[src/ieia_pkg.sv]
package ieia_pkg;

    localparam int DEPTH  = 16;
    localparam int IDX_W  = $clog2(DEPTH);
    localparam int CNT_W  = 5;
    localparam int DATA_W = 32;
    localparam int POS_W  = 16;
    localparam int REQ_W  = 3;
    localparam int STAT_W = 3;

    localparam int IN_FIELDS_W  = REQ_W + POS_W + DATA_W;
    localparam int IN_TDATA_W   = ((IN_FIELDS_W + 7) / 8) * 8;
    localparam int OUT_FIELDS_W = STAT_W + DATA_W + CNT_W + 1;
    localparam int OUT_TDATA_W  = ((OUT_FIELDS_W + 7) / 8) * 8;

    typedef enum logic [REQ_W-1:0] {
        REQ_APPEND = 3'd0,
        REQ_INSERT = 3'd1,
        REQ_ERASE  = 3'd2,
        REQ_READ   = 3'd3,
        REQ_FIRST  = 3'd4,
        REQ_LAST   = 3'd5
    } t_req;

    typedef enum logic [STAT_W-1:0] {
        ST_OK    = 3'd0,
        ST_RANGE = 3'd1,
        ST_NEG   = 3'd2,
        ST_EMPTY = 3'd3,
        ST_FULL  = 3'd4
    } t_status;

    typedef enum logic [2:0] {
        S_IDLE,
        S_SHIFT_RD,
        S_SHIFT_WR,
        S_PUT,
        S_READ,
        S_RESULT
    } t_state;

    typedef struct packed {
        logic              we;
        logic [IDX_W-1:0]  waddr;
        logic [DATA_W-1:0] wdata;
        logic [IDX_W-1:0]  raddr;
    } t_ram_req;

    typedef struct packed {
        logic              is_empty;
        logic [CNT_W-1:0]  count;
        logic [DATA_W-1:0] read_value;
        logic [STAT_W-1:0] status;
    } t_result;

endpackage

[src/ieia_ram.sv]
module ieia_ram #(
    parameter int DATA_W = 32,
    parameter int DEPTH  = 16,
    parameter int ADDR_W = $clog2(DEPTH)
) (
    input  logic              i_clk,
    input  logic              i_we,
    input  logic [ADDR_W-1:0] i_waddr,
    input  logic [DATA_W-1:0] i_wdata,
    input  logic [ADDR_W-1:0] i_raddr,
    output logic [DATA_W-1:0] o_rdata
);

    logic [DATA_W-1:0] r_mem [DEPTH];
    logic [DATA_W-1:0] r_rdata;

    always_ff @(posedge i_clk) begin
        if (i_we) begin
            r_mem[i_waddr] <= i_wdata;
        end
        r_rdata <= r_mem[i_raddr];
    end

    assign o_rdata = r_rdata;

endmodule

[src/ieia_ctrl.sv]
module ieia_ctrl (
    input  logic                                i_clk,
    input  logic                                i_rst_n,
    input  logic                                i_req_valid,
    output logic                                o_req_ready,
    input  logic [ieia_pkg::REQ_W-1:0]          i_req_type,
    input  logic [ieia_pkg::POS_W-1:0]          i_position,
    input  logic [ieia_pkg::DATA_W-1:0]         i_value,
    output ieia_pkg::t_ram_req                  o_ram,
    input  logic [ieia_pkg::DATA_W-1:0]         i_rdata,
    output logic                                o_res_valid,
    output ieia_pkg::t_result                   o_res,
    input  logic                                i_res_ready
);

    localparam int IDX_W  = ieia_pkg::IDX_W;
    localparam int CNT_W  = ieia_pkg::CNT_W;
    localparam int DATA_W = ieia_pkg::DATA_W;
    localparam int POS_W  = ieia_pkg::POS_W;

    ieia_pkg::t_state   r_state,  n_state;
    logic [CNT_W-1:0]   r_count,  n_count;
    logic [IDX_W-1:0]   r_ptr,    n_ptr;
    logic [IDX_W-1:0]   r_idx,    n_idx;
    logic [DATA_W-1:0]  r_val,    n_val;
    logic               r_up,     n_up;
    ieia_pkg::t_status  r_status, n_status;
    logic [DATA_W-1:0]  r_rv,     n_rv;

    logic             neg;
    logic             above;
    logic             full;
    logic [IDX_W-1:0] pos_idx;

    assign neg     = i_position[POS_W-1];
    assign above   = !neg && (i_position >= POS_W'(r_count));
    assign full    = r_count >= CNT_W'(ieia_pkg::DEPTH);
    assign pos_idx = i_position[IDX_W-1:0];

    always_ff @(posedge i_clk) begin
        if (!i_rst_n) begin
            r_state <= ieia_pkg::S_IDLE;
            r_count <= '0;
        end else begin
            r_state <= n_state;
            r_count <= n_count;
        end
        r_ptr    <= n_ptr;
        r_idx    <= n_idx;
        r_val    <= n_val;
        r_up     <= n_up;
        r_status <= n_status;
        r_rv     <= n_rv;
    end

    always_comb begin
        n_state     = r_state;
        n_count     = r_count;
        n_ptr       = r_ptr;
        n_idx       = r_idx;
        n_val       = r_val;
        n_up        = r_up;
        n_status    = r_status;
        n_rv        = r_rv;
        o_ram       = '0;
        o_req_ready = 1'b0;
        o_res_valid = 1'b0;

        unique case (r_state)
            ieia_pkg::S_IDLE: begin
                o_req_ready = 1'b1;
                o_ram.raddr = pos_idx;
                if (i_req_valid) begin
                    n_status = ieia_pkg::ST_OK;
                    n_rv     = '0;
                    n_state  = ieia_pkg::S_RESULT;
                    n_val    = i_value;
                    n_idx    = pos_idx;
                    unique case (i_req_type)
                        ieia_pkg::REQ_APPEND: begin
                            if (full) begin
                                n_status = ieia_pkg::ST_FULL;
                            end else begin
                                o_ram.we    = 1'b1;
                                o_ram.waddr = r_count[IDX_W-1:0];
                                o_ram.wdata = i_value;
                                n_count     = r_count + CNT_W'(1);
                            end
                        end
                        ieia_pkg::REQ_INSERT: begin
                            if (above) begin
                                n_status = ieia_pkg::ST_RANGE;
                            end else if (neg) begin
                                n_status = ieia_pkg::ST_NEG;
                            end else if (full) begin
                                n_status = ieia_pkg::ST_FULL;
                            end else begin
                                n_ptr   = r_count[IDX_W-1:0];
                                n_up    = 1'b1;
                                n_state = (r_count[IDX_W-1:0] == pos_idx) ?
                                          ieia_pkg::S_PUT : ieia_pkg::S_SHIFT_RD;
                            end
                        end
                        ieia_pkg::REQ_ERASE: begin
                            if (above) begin
                                n_status = ieia_pkg::ST_RANGE;
                            end else if (neg) begin
                                n_status = ieia_pkg::ST_NEG;
                            end else if (CNT_W'(pos_idx) + CNT_W'(1) >= r_count) begin
                                // erasing the last element, nothing moves
                                n_count = r_count - CNT_W'(1);
                            end else begin
                                n_ptr   = pos_idx;
                                n_up    = 1'b0;
                                n_state = ieia_pkg::S_SHIFT_RD;
                            end
                        end
                        ieia_pkg::REQ_READ: begin
                            if (above) begin
                                n_status = ieia_pkg::ST_RANGE;
                            end else if (neg) begin
                                n_status = ieia_pkg::ST_NEG;
                            end else begin
                                n_state = ieia_pkg::S_READ;
                            end
                        end
                        ieia_pkg::REQ_FIRST: begin
                            o_ram.raddr = '0;
                            if (r_count == '0) begin
                                n_status = ieia_pkg::ST_EMPTY;
                            end else begin
                                n_state = ieia_pkg::S_READ;
                            end
                        end
                        ieia_pkg::REQ_LAST: begin
                            o_ram.raddr = r_count[IDX_W-1:0] - IDX_W'(1);
                            if (r_count == '0) begin
                                n_status = ieia_pkg::ST_EMPTY;
                            end else begin
                                n_state = ieia_pkg::S_READ;
                            end
                        end
                        default: begin
                            n_status = ieia_pkg::ST_RANGE;
                        end
                    endcase
                end
            end
            ieia_pkg::S_SHIFT_RD: begin
                // fetch the neighbor that moves into r_ptr
                o_ram.raddr = r_up ? (r_ptr - IDX_W'(1)) : (r_ptr + IDX_W'(1));
                n_state     = ieia_pkg::S_SHIFT_WR;
            end
            ieia_pkg::S_SHIFT_WR: begin
                o_ram.we    = 1'b1;
                o_ram.waddr = r_ptr;
                o_ram.wdata = i_rdata;
                if (r_up) begin
                    n_ptr   = r_ptr - IDX_W'(1);
                    n_state = ((r_ptr - IDX_W'(1)) == r_idx) ?
                              ieia_pkg::S_PUT : ieia_pkg::S_SHIFT_RD;
                end else begin
                    n_ptr = r_ptr + IDX_W'(1);
                    if (CNT_W'(r_ptr) + CNT_W'(2) >= r_count) begin
                        n_count = r_count - CNT_W'(1);
                        n_state = ieia_pkg::S_RESULT;
                    end else begin
                        n_state = ieia_pkg::S_SHIFT_RD;
                    end
                end
            end
            ieia_pkg::S_PUT: begin
                o_ram.we    = 1'b1;
                o_ram.waddr = r_idx;
                o_ram.wdata = r_val;
                n_count     = r_count + CNT_W'(1);
                n_state     = ieia_pkg::S_RESULT;
            end
            ieia_pkg::S_READ: begin
                n_rv    = i_rdata;
                n_state = ieia_pkg::S_RESULT;
            end
            ieia_pkg::S_RESULT: begin
                o_res_valid = 1'b1;
                if (i_res_ready) begin
                    n_state = ieia_pkg::S_IDLE;
                end
            end
            default: begin
                n_state = ieia_pkg::S_IDLE;
            end
        endcase
    end

    assign o_res.status     = r_status;
    assign o_res.read_value = r_rv;
    assign o_res.count      = r_count;
    assign o_res.is_empty   = (r_count == '0);

endmodule

[src/indexed_insert_erase_array_core.sv]
// ordered array of up to 16 signed 32-bit elements behind one simple dual-port
// element memory (one write and one registered read per cycle) that a small
// sequencer walks for every request. each transfer in gives exactly one
// transfer out carrying status, read value, element count and empty flag;
// failed requests leave the array untouched. append and every failed request
// go straight to the result state; read at index / first / last passes
// through a read state that captures the registered memory data; insert
// moves every element from the end down to the index up by one and then
// puts the value; erase moves every element above the index down by one.
// each shifted element takes one memory read and one memory write, and the
// shifting sets the cost of those requests. the input side is not ready while
// a request is being worked on; a finished result sits in an output register,
// so the next request can be taken while the downstream side still stalls
module indexed_insert_erase_array_core (
    input  logic                                 i_clk,
    input  logic                                 i_rst_n,
    // request stream
    input  logic                                 i_s_axis_tvalid,
    output logic                                 o_s_axis_tready,
    // [2:0] req_type, [18:3] position, [50:19] value, rest zero
    input  logic [ieia_pkg::IN_TDATA_W-1:0]      i_s_axis_tdata,
    // result stream
    output logic                                 o_m_axis_tvalid,
    input  logic                                 i_m_axis_tready,
    // [2:0] status, [34:3] read_value, [39:35] count, [40] is_empty, rest zero
    output logic [ieia_pkg::OUT_TDATA_W-1:0]     o_m_axis_tdata
);

    localparam int REQ_W  = ieia_pkg::REQ_W;
    localparam int POS_W  = ieia_pkg::POS_W;
    localparam int DATA_W = ieia_pkg::DATA_W;

    // unpacked request fields
    logic [REQ_W-1:0]  req_type;
    logic [POS_W-1:0]  position;
    logic [DATA_W-1:0] value;

    assign req_type = i_s_axis_tdata[REQ_W-1:0];
    assign position = i_s_axis_tdata[REQ_W+POS_W-1:REQ_W];
    assign value    = i_s_axis_tdata[REQ_W+POS_W+DATA_W-1:REQ_W+POS_W];

    ieia_pkg::t_ram_req ram_req;
    logic [DATA_W-1:0]  ram_rdata;
    logic               res_valid;
    logic               res_ready;
    ieia_pkg::t_result  res;

    // output register
    logic              r_out_valid;
    ieia_pkg::t_result r_out;

    // element storage
    ieia_ram #(
        .DATA_W (DATA_W),
        .DEPTH  (ieia_pkg::DEPTH),
        .ADDR_W (ieia_pkg::IDX_W)
    ) u_ram (
        .i_clk   (i_clk),
        .i_we    (ram_req.we),
        .i_waddr (ram_req.waddr),
        .i_wdata (ram_req.wdata),
        .i_raddr (ram_req.raddr),
        .o_rdata (ram_rdata)
    );

    // request decode, range checks and shift sequencer
    ieia_ctrl u_ctrl (
        .i_clk       (i_clk),
        .i_rst_n     (i_rst_n),
        .i_req_valid (i_s_axis_tvalid),
        .o_req_ready (o_s_axis_tready),
        .i_req_type  (req_type),
        .i_position  (position),
        .i_value     (value),
        .o_ram       (ram_req),
        .i_rdata     (ram_rdata),
        .o_res_valid (res_valid),
        .o_res       (res),
        .i_res_ready (res_ready)
    );

    // result moves into the output register once it is empty or draining
    assign res_ready = !r_out_valid || i_m_axis_tready;

    always_ff @(posedge i_clk) begin
        if (!i_rst_n) begin
            r_out_valid <= 1'b0;
        end else if (res_ready) begin
            r_out_valid <= res_valid;
        end
        if (res_valid && res_ready) begin
            r_out <= res;
        end
    end

    assign o_m_axis_tvalid = r_out_valid;
    assign o_m_axis_tdata  = {{(ieia_pkg::OUT_TDATA_W - ieia_pkg::OUT_FIELDS_W){1'b0}}, r_out};

    // no request is taken while a result is still inside the sequencer
    a_ready_excl: assert property (@(posedge i_clk) disable iff (!i_rst_n)
        o_s_axis_tready |-> !res_valid)
        else $error("sequencer ready while holding a result");

    // an accepted request always closes the input side for the next cycle
    a_busy_after_accept: assert property (@(posedge i_clk) disable iff (!i_rst_n)
        (i_s_axis_tvalid && o_s_axis_tready) |=> !o_s_axis_tready)
        else $error("input still ready after accepting a request");

    // count never exceeds capacity and the empty flag follows it
    a_count_range: assert property (@(posedge i_clk) disable iff (!i_rst_n)
        o_m_axis_tvalid |-> (r_out.count <= ieia_pkg::CNT_W'(ieia_pkg::DEPTH))
                            && (r_out.is_empty == (r_out.count == '0)))
        else $error("result count or empty flag inconsistent");

    // a stalled result holds steady in the output register
    a_out_hold: assert property (@(posedge i_clk) disable iff (!i_rst_n)
        (o_m_axis_tvalid && !i_m_axis_tready) |=> $stable(r_out) && o_m_axis_tvalid)
        else $error("output register changed under stall");

endmodule

[config.mk]
export PLATFORM = sky130hd
export DESIGN_NAME = indexed_insert_erase_array_core
export DESIGN_NICKNAME = d
export VERILOG_FILES = /design/src/ieia_pkg.sv /design/src/ieia_ram.sv /design/src/ieia_ctrl.sv /design/src/indexed_insert_erase_array_core.sv
export SDC_FILE = /design/constraint.sdc
export NUM_CORES = 1
export LEC_CHECK = 0
export BUFFER_PORTS_ARGS = -buffer_cell sky130_fd_sc_hd__buf_2
export CAP_MARGIN = 20
export CORE_MARGIN = 4
export CORE_UTILIZATION = 55
export CTS_CLUSTER_DIAMETER = 60
export CTS_CLUSTER_SIZE = 20
export DETAILED_ROUTE_END_ITERATION = 10
export PLACE_DENSITY = 0.75
export RECOVER_POWER = 50
export SLEW_MARGIN = 20
export SYNTH_ARGS = -nofsm -noshare
export SYNTH_HDL_FRONTEND = slang
export SYNTH_SLANG_ARGS = --single-unit
[constraint.sdc]
create_clock -name i_clk -period 4.2 [get_ports i_clk]
set_clock_uncertainty 0.1 [all_clocks]
set_input_delay 0.42 -clock i_clk [delete_from_list [all_inputs] [get_ports i_clk]]
set_output_delay 0.42 -clock i_clk [all_outputs]
set_load 0.01 [all_outputs]
## Word level (Yosys, flattened, before mapping)

Memory sizes are Yosys's and may differ from the RTL's. A register that Yosys moved wholly into a read port is not among the register bits.
Index checks and enable logic that the tools add are counted.

| cells by class | value |
|---|---|
| $add $sub $neg | 7 |
| order comparisons | 4 |
| eq/ne operators | 32 |
| muxes and demuxes | 62 |
| reductions and logical operators | 21 |

Operator list:

| operator | number |
|---|---|
| 37-bit one-hot mux with 3 select lines | 1 |
| 37-bit 2-to-1 mux | 2 |
| 32-bit one-hot mux with 2 select lines | 1 |
| 3-bit 2-to-1 mux | 15 |
| 41-bit 2-to-1 mux | 1 |
| 5-bit 2-to-1 mux | 7 |
| 32-bit 2-to-1 mux | 1 |
| 4-bit 2-to-1 mux | 8 |
| 4-bit one-hot mux with 2 select lines | 4 |
| 3-bit inequality test, second input constant | 9 |
| 9-bit AND reduction | 3 |
| 3-bit one-hot mux with 4 select lines | 2 |
| 2-bit inequality test, second input constant | 9 |
| 16-bit by 5-bit >= comparator with 1-bit output | 1 |
| 3-bit one-hot mux with 5 select lines | 1 |
| 5-bit one-hot mux with 3 select lines | 1 |
| 3-bit by 2-bit == test with 1-bit output, second input constant | 4 |
| 3-bit == test, second input constant | 4 |
| 1-bit 2-to-1 mux | 12 |
| 5-bit >= comparator | 2 |
| 5-bit one-hot mux with 2 select lines | 1 |
| 4-bit == test | 2 |
| 2-bit 2-to-1 mux | 4 |
| 4-bit by 1-bit subtractor with 4-bit output, second input constant | 2 |
| 19 further kinds | 29 |

| storage, ports and cells | value |
|---|---|
| register bits after elaboration | 126 |
| memory bits (writable) | 512 |
| input bits | 60 |
| output and inout bits | 50 |
| word-level logic and storage cells | 140 |
| memories | 1 |

Memories:

| memory | depth | bits a word | rd ports | clocked after Yosys merged registers in | write ports | line | text |
|---|---|---|---|---|---|---|---|
| u_ram.r_mem | 16 | 32 | 1 | 1 | 1 | ieia_ram.sv:14 | `logic [DATA_W-1:0] r_mem [DEPTH];` |

## Depth between registers and ports, before layout

Gate-level depths: netlist (run 1).

| depth | value |
|---|---|
| word-level depth | 8 |
| depth in mapped cells | 12 |
| depth with buffers taken out | 9 |

## By module

A second synthesis (run 1) with hierarchy kept.

| unflattened totals | value |
|---|---|
| cell total of the unflattened synthesis | 1312 |
| area, all modules | 25882.3 um^2 |

Modules (own cells, without submodules):

| module | instances | cells each | area an instance (um^2) | seq. area each (um^2) |
|---|---|---|---|---|
| ieia_ram | 1 | 838 | 19835.3 | 16015.4 |
| ieia_ctrl | 1 | 420 | 4702.0 | 2442.3 |
| indexed_insert_erase_array_core | 1 | 54 | 1345.0 | 1251.2 |

## Worst setup path after synthesis (run 1)

Ideal clock, no wire load.

| path | value |
|---|---|
| kind | reg-to-reg |
| start point | register u_ctrl.r_state[0] |
| end point | memory u_ram.r_mem[0][0] (enable) |
| setup time | 0.421 ns |
| arrival time | 3.525 ns |
| data required time | 3.679 ns |
| path slack | 0.154 ns |
| stages on the path, launching flop included | 9 |
| path through | dfxtp_1 buf_6 or4b_4 buf_6 nor4b_1 clkbuf_1 nor2_1 or3_1 nor2_1 |

| on the way | value |
|---|---|
| cells in the longest elaborated chain, start to end | 4 |
| elaborated cells on any way between the ends | 6 |
| those cells by class | eq/ne: 2; mux: 3; reduce/logical: 1 |

RTL lines:

| what | line | text |
|---|---|---|
| start, declared | ieia_ctrl.sv:21 | `ieia_pkg::t_state r_state, n_state;` |
| start signal, assigned | ieia_ctrl.sv:42 | `r_state <= ieia_pkg::S_IDLE;` |
| start signal, assigned | ieia_ctrl.sv:45 | `r_state <= n_state;` |
| 3-bit by 2-bit == test with 1-bit output / 3-bit logical NOT (equally long branches) | ieia_ctrl.sv:69 | `unique case (r_state)` |
| 37-bit one-hot mux with 3 select lines (*) | ieia_ctrl.sv:69 |  |
| 1-bit 2-to-1 mux | ieia_ram.sv:18 | `if (i_we) begin` |
| 1-bit 2-to-1 mux (not written as such) | ieia_ram.sv:19 | `r_mem[i_waddr] <= i_wdata;` |
| end, declared | ieia_ram.sv:14 |  |

Mark *: on every way between the ends. The rest lies on a longest branch, timed or not.

## Worst setup path after layout (run 1)

| path | value |
|---|---|
| start point | register u_ctrl.r_state[0] |
| end point | memory u_ram.r_mem[11][18] (enable) |

Same word-level chain as after synthesis.

==> results_dict.tcl, run 1 <==
set metrics [dict create \
    min_path_type "input port to register" \
    tns_ns 0 \
    post_cts_buffers 0 \
    power_mw 18.5 \
    regToRegSetupSlack_ns 0.31 \
    post-route-period-util_pct 92.6 \
    fin_cells 2671 \
    path_class "register to register" \
    root_buffer "clkbuf_16" \
    end_kind "register" \
    clk_pin_slew_ns 0.08 \
    dpl_cell_area_um2 28800 \
    core_um2 48800 \
    switchingPower_mw 6.18 \
    die_h_um 230 \
    worstPathRequired_ns 4.37 \
    cts_buffers 43 \
    grt_first_pass_wirelength_um 99400 \
    drt_wl_total_um 65200 \
    route.detailed.drc 0 \
    final_util_pct 61.8 \
    num-nets-final 2056 \
    portBuffers 97 \
    synth-async-reset-ratio_pct 0 \
    syn_inst 1860 \
    area_growth_pct 11.3 \
    p_leak_nw 10.0 \
    h-tree-depth 2 \
    first_global_vias 16900 \
    antenna_found_initial 0 \
    reg2reg_depth 8 \
    hpwlAfterDp_um 37000 \
    avgSynthCellArea_um2 14.6 \
    crit_arrival_ns 4.06 \
    synthFlopType "edfxtp_1" \
    routed_via_density 6.39 \
    max_slew_margin_pct -1.94 \
    drtPass1Iterations 5 \
    yosysWarnings 0 \
    synth_area_leader_cell "edfxtp_1" \
    dpl.cell_count 2560 \
    hold_path_end "o_m_axis_tvalid$_SDFFE_PN0P_" \
    post-synth-top-count-cell "edfxtp_1" \
    gp_congestion 0.872 \
    worstHoldStart "i_m_axis_tready" \
    clockBufferDepth 3 \
    drive_above_1_share_pct 8.57 \
    grt_start_max_net_pins 125 \
    worst-path-max-fanout 22 \
    cp_cell_sequence "or4b_1, nor4b_2, buf_4, nand2_1, o21ai_0, nand2_1, nor2_4, buf_4" \
    io_pins 110 \
    worst_slew_pin_slew_ns 1.53 \
    max_freq_mhz 257 \
    vias 17100 \
    rsz0062_at_grt "no" \
    synth_edf_count 629 \
    drv_slew 32 \
    clock_power_share_pct 22.8 \
    drtIter0Drc 2065 \
    setup_viol 0 \
    rr_endpoint "u_ram.r_mem[11][18]$_DFFE_PP_" \
    antenna_cells 0 \
    dieArea_um2 52900 \
    design_area_um2 30200 \
    power_density_nw_per_um2 614 \
    violations "capacitance limit, slew limit" \
    fp.dieW_um 230 \
    clkLatencyLatePin_ns 0.60 \
    grt.total_usage_pct 24.1 \
    ys_ff_latch 670 \
    cap_violations 1 \
    crit_buf_inv 2 \
    critPathSlowestCell "nor2_4" \
    hold_viol 0 \
    synthTopCellsByArea "edfxtp_1 70%, dfxtp_1 3.0%, nand2_1 2.6%" \
    switching_share_pct 33.4 \
    peakVddDrop_mv 0.491 \
    whs_path_depth 3 \
    startpoint_type "register" \
    overflow 0 \
    clock-sinks 670 \
    start_util_pct 55.5 \
    crit_family "simple AND/OR/NAND/NOR gates" \
    seq_area_frac_synth_pct 72.7 \
    synth_cell_types 61 \
    layout_min_cycle_time_ns 3.89 \
    intPower_mw 12.3 \
    rows 81 \
    r2r-start "u_ctrl.r_state[0]$_SDFFE_PN0P_" \
    cts_tree "done" \
    synthesis.area_um2 27100 \
    seqPwrFrac_pct 45.8 \
    synth_common_cells "629 x edfxtp_1, 191 x nand2_1, 134 x a21oi_1" \
    max_stage_delay_ns 0.88 \
    synth_top_area_share_pct 69.7 \
    status "finished, violations left" \
    combPwrFrac_pct 31.4 \
    ant_nets 0 \
    wire_per_inst_um 24.4 \
]
layout make-up:
cell class,count,area [um^2]
clock inverter,14,113
inverter,14,52.6
sequential,670,19700
multi-input combinational,1028,6820
fill,3618,18700
clock buffer,65,1210
tap,664,831
timing repair buffer,216,1430
worst reg2reg max path, stage by stage, from the launching register on:
cell and delay (ns):
dfxtp_2 0.42, or4b_1 0.71, nor4b_2 0.33, buf_4 0.21
nand2_1 0.09, o21ai_0 0.13, nand2_1 0.28, nor2_4 0.89
buf_4 0.40
state kept, by name, summed over array words and instances, names as in the netlist:
name and count:
u_ram.r_mem 512, o_m_axis_tdata 41, u_ctrl.r_rv 32, u_ctrl.r_val 32
u_ram.o_rdata 32, u_ctrl.r_count 5, u_ctrl.r_idx 4, u_ctrl.r_ptr 4
u_ctrl.r_state 3, u_ctrl.r_status 3, o_m_axis_tvalid 1, u_ctrl.r_up 1
power by group through the flow:
stage | clock [mW] | sequential [mW] | combinational, mW
after floorplan | 0 | 8.54 | 4.01
after global placement | 0 | 8.58 | 5.60
after detailed placement | 0 | 8.61 | 5.80
after CTS | 4.29 | 8.46 | 5.86
after global routing | 4.57 | 8.54 | 6.27
final | 4.23 | 8.49 | 5.81
repair_timing:
item                                   CTS  global route
hold buffers                            32             0
endpoints found under the hold margin   32             0
resized for setup                        0             0
cell usage in the layout (no fill, tap or decap), types with 8 or more instances in the layout:
cell,n
a32oi_1,32
xnor2_1,8
and3_1,100
buf_2,22
dfxtp_1,40
buf_12,12
nand4_1,8
nor2_4,18
a22o_1,63
inv_1,14
clkbuf_16,45
buf_4,39
nand3_1,41
nor2_1,15
o21ai_1,8
dlygate4sd3_1,32
a211oi_1,65
clkbuf_1,126
a32o_1,31
o21ai_0,101
o221ai_1,31
ha_1,23
mux2i_1,44
edfxtp_1,629
o32a_1,31
a21oi_1,134
nand2_1,191
kinds of logic (layout without fill, tap and decap cells):
kind of cell / Yosys count / in the layout / share of synthesized area (%)
buffers and inverters: 168 / 309 / 2.90
AOI/OAI and AO/OA: 526 / 526 / 13.6
and+or+nand+nor: 408 / 408 / 7.28
xor gates and xnor gates: 14 / 14 / 0.452
adders and majority gates: 23 / 23 / 1.06
other: 1 / 7 / 0.0138
muxes: 50 / 50 / 2.04
DFF: 670 / 670 / 72.7
worst max path at each step:
stage / startpoint / end / cells past startpoint
global route: u_ctrl.r_state[0]$_SDFFE_PN0P_ / u_ram.r_mem[11][18]$_DFFE_PP_ / 8
global placement: i_s_axis_tvalid / u_ram.r_mem[10][20]$_DFFE_PP_ / 9
floorplan: u_ctrl.r_state[0]$_SDFFE_PN0P_ / u_ram.r_mem[0][0]$_DFFE_PP_ / 8
detailed placement: i_s_axis_tvalid / u_ram.r_mem[11][22]$_DFFE_PP_ / 9
CTS: u_ctrl.r_state[0]$_SDFFE_PN0P_ / u_ram.r_mem[11][18]$_DFFE_PP_ / 8
finish: u_ctrl.r_state[0]$_SDFFE_PN0P_ / u_ram.r_mem[11][18]$_DFFE_PP_ / 8
metrics by stage:
stage | hold slack (ns) | setup slack [ns]
floorplan | 0.300 | 0.154
global placement | 0.303 | 0.418
detailed placement | 0.305 | 0.425
CTS | 0.00363 | 0.476
global route | 0.0774 | 0.140
finish | 0.0463 | 0.311
metal layers:
metal	up-vias	global-route usage [%]	share of wire (%)
li1	7539	-	-
met1	8539	33.5	40
met2	865	39.7	49
met3	119	3.39	8.3
met4	0	8.47	2.9
met5	-	0	0
Note: power is estimated with default switching activity, not from simulation.
==> run 2, diff against run 1 <==
--- a/config.mk
+++ b/config.mk
@@ -12,7 +12,7 @@
 export CTS_CLUSTER_DIAMETER = 60
 export CTS_CLUSTER_SIZE = 20
 export DETAILED_ROUTE_END_ITERATION = 10
-export PLACE_DENSITY = 0.75
+export PLACE_DENSITY = 0.72
 export RECOVER_POWER = 50
 export SLEW_MARGIN = 20
 export SYNTH_ARGS = -nofsm -noshare
==> constraint.sdc (replaced) <==
create_clock -name i_clk -period 3.9 [get_ports i_clk]
set_clock_uncertainty 0.1 [all_clocks]
set_input_delay 0.39 -clock i_clk [delete_from_list [all_inputs] [get_ports i_clk]]
set_output_delay 0.39 -clock i_clk [all_outputs]
set_load 0.01 [all_outputs]
==> results_dict.tcl, run 2 (synthesis results as in run 1) <==
set metrics [dict create \
    seqPwrFrac_pct 45.3 \
    cts_buffers 44 \
    min_path_type "input port to register" \
    setup_viol 0 \
    area_growth_pct 11.9 \
    switchingPower_mw 6.68 \
    clock-sinks 670 \
    h-tree-depth 2 \
    post_cts_buffers 0 \
    routed_via_density 6.40 \
    route.detailed.drc 0 \
    max_slew_margin_pct -24.6 \
    layout_min_cycle_time_ns 3.51 \
    post-route-period-util_pct 90.1 \
    clk_pin_slew_ns 0.08 \
    clock_power_share_pct 23.6 \
    ant_nets 0 \
    combPwrFrac_pct 31.1 \
    rr_endpoint "u_ram.o_rdata[19]$_DFF_P_" \
    cp-endpoint "u_ram.o_rdata[19]$_DFF_P_" \
    worst_slew_pin_slew_ns 1.86 \
    layout_common_cells "629 x edfxtp_1, 191 x nand2_1, 134 x a21oi_1" \
    vias 17200 \
    grt_first_pass_wirelength_um 99800 \
    peakVddDrop_mv 0.661 \
    critPathLaunch "u_ctrl.r_state[1]$_SDFFE_PN0P_" \
    status "finished, violations left" \
    r2r-start "u_ctrl.r_state[1]$_SDFFE_PN0P_" \
    regMostFlops "u_ram.r_mem" \
    crit_arrival_ns 3.87 \
    dpl.cell_count 2572 \
    fin_cells 2685 \
    reg2reg_depth 7 \
    first_global_vias 16900 \
    switching_share_pct 33.1 \
    rows 81 \
    io_pins 110 \
    cap_violations 1 \
    drv_slew 33 \
    fp.dieW_um 230 \
    nFillCells 3654 \
    die_h_um 230 \
    startpoint_type "register" \
    worstPathRequired_ns 4.26 \
    grt.total_usage_pct 24.3 \
    worst-path-max-fanout 76 \
    power_mw 20.2 \
    clkLatencyLatePin_ns 0.59 \
    antenna_cells 0 \
    gp_congestion 0.860 \
    largest_reg_flops 512 \
    start_util_pct 55.5 \
    grt_start_max_net_pins 125 \
    power_density_nw_per_um2 666 \
    violations "capacitance limit, slew limit" \
    cts_resized 0 \
    portBuffers 97 \
    hold_viol 0 \
    antenna_found_initial 0 \
    drive_above_1_share_pct 9.55 \
    max_freq_mhz 285 \
    p_leak_nw 10.1 \
    dieArea_um2 52900 \
    path_class "register to register" \
    num-nets-final 2071 \
    layout_commonest_cell "edfxtp_1" \
    root_buffer "clkbuf_16" \
    core_um2 48800 \
    cts_tree "done" \
    clockBufferDepth 3 \
    wire_per_inst_um 24.4 \
    rsz0062_at_grt "no" \
    drtPass1Iterations 6 \
    final_util_pct 62.1 \
    hpwlAfterDp_um 36300 \
    intPower_mw 13.5 \
    hold_buffers 34 \
    regToRegSetupSlack_ns 0.39 \
    drtIter0Drc 1953 \
    end_kind "register" \
    drt_wl_total_um 65500 \
    overflow 0 \
]
## run 2: worst max-delay path: stages (launching register included)
cell and delay, ns:
dfxtp_1 0.44, or4b_1 0.71, or3_4 0.69, buf_4 0.50
and3_1 0.30, a211oi_1 0.29, o32a_1 0.23, o221ai_1 0.11
## run 2: worst min-delay path by stage
stage                                              from                      endpoint  slack [ns]  cells past startpoint
final                                   i_m_axis_tready  o_m_axis_tvalid$_SDFFE_PN0P_        0.05                      3
after global routing                    i_m_axis_tready  o_m_axis_tvalid$_SDFFE_PN0P_        0.06                      3
after CTS                               i_m_axis_tready  o_m_axis_tvalid$_SDFFE_PN0P_        0.03                      3
after detailed placement   u_ctrl.r_rv[8]$_SDFFCE_PN0P_  o_m_axis_tdata[11]$_DFFE_PP_        0.30                      0
after global placement    u_ctrl.r_rv[23]$_SDFFCE_PN0P_  o_m_axis_tdata[26]$_DFFE_PP_        0.30                      0
after floorplan            u_ctrl.r_status[0]$_DFFE_PP_   o_m_axis_tdata[0]$_DFFE_PP_        0.30                      0
## run 2: per-layer routing
layer / global-route usage [%] / wire length (um) / vias up
met2: 41.1 / 32500 / 838
li1: - / - / 7570
met3: 3.47 / 5070 / 127
met5: 0 / 0 / -
met4: 7.16 / 1650 / 0
met1: 33.2 / 26300 / 8646
## run 2: cell type report
class | instances | area [um^2] | area share, %
clock inverters | 15 | 185 | 0.610
repair buffers | 230 | 1500 | 4.94
clock buffers | 64 | 1240 | 4.08
flip-flops and latches | 670 | 19700 | 65.0
well taps | 664 | 831 | 2.74
multi-input cells | 1028 | 6820 | 22.5
inverters | 14 | 52.6 | 0.173
## run 2: power by group through the flow
| stage | logic (mW) | registers [mW] | clock network, mW |
|---|---|---|---|
| floorplan | 4.32 | 9.19 | 0 |
| global placement | 6.08 | 9.27 | 0 |
| detailed placement | 6.27 | 9.30 | 0 |
| CTS | 6.32 | 9.14 | 4.81 |
| global route | 6.78 | 9.21 | 5.11 |
| finish | 6.29 | 9.16 | 4.76 |
## run 2: metrics by stage
step / cell area (um^2) / hold slack, ns / setup TNS [ns] / setup WS (ns)
after floorplan: 27200 / 0.300 / -14.00 / -0.146
after global placement: 28800 / 0.302 / 0 / 0.532
after detailed placement: 28800 / 0.305 / 0 / 0.499
after CTS: 30600 / 0.0264 / 0 / 0.475
after global routing: 30300 / 0.0644 / 0 / 0.161
final: 30300 / 0.0499 / 0 / 0.387
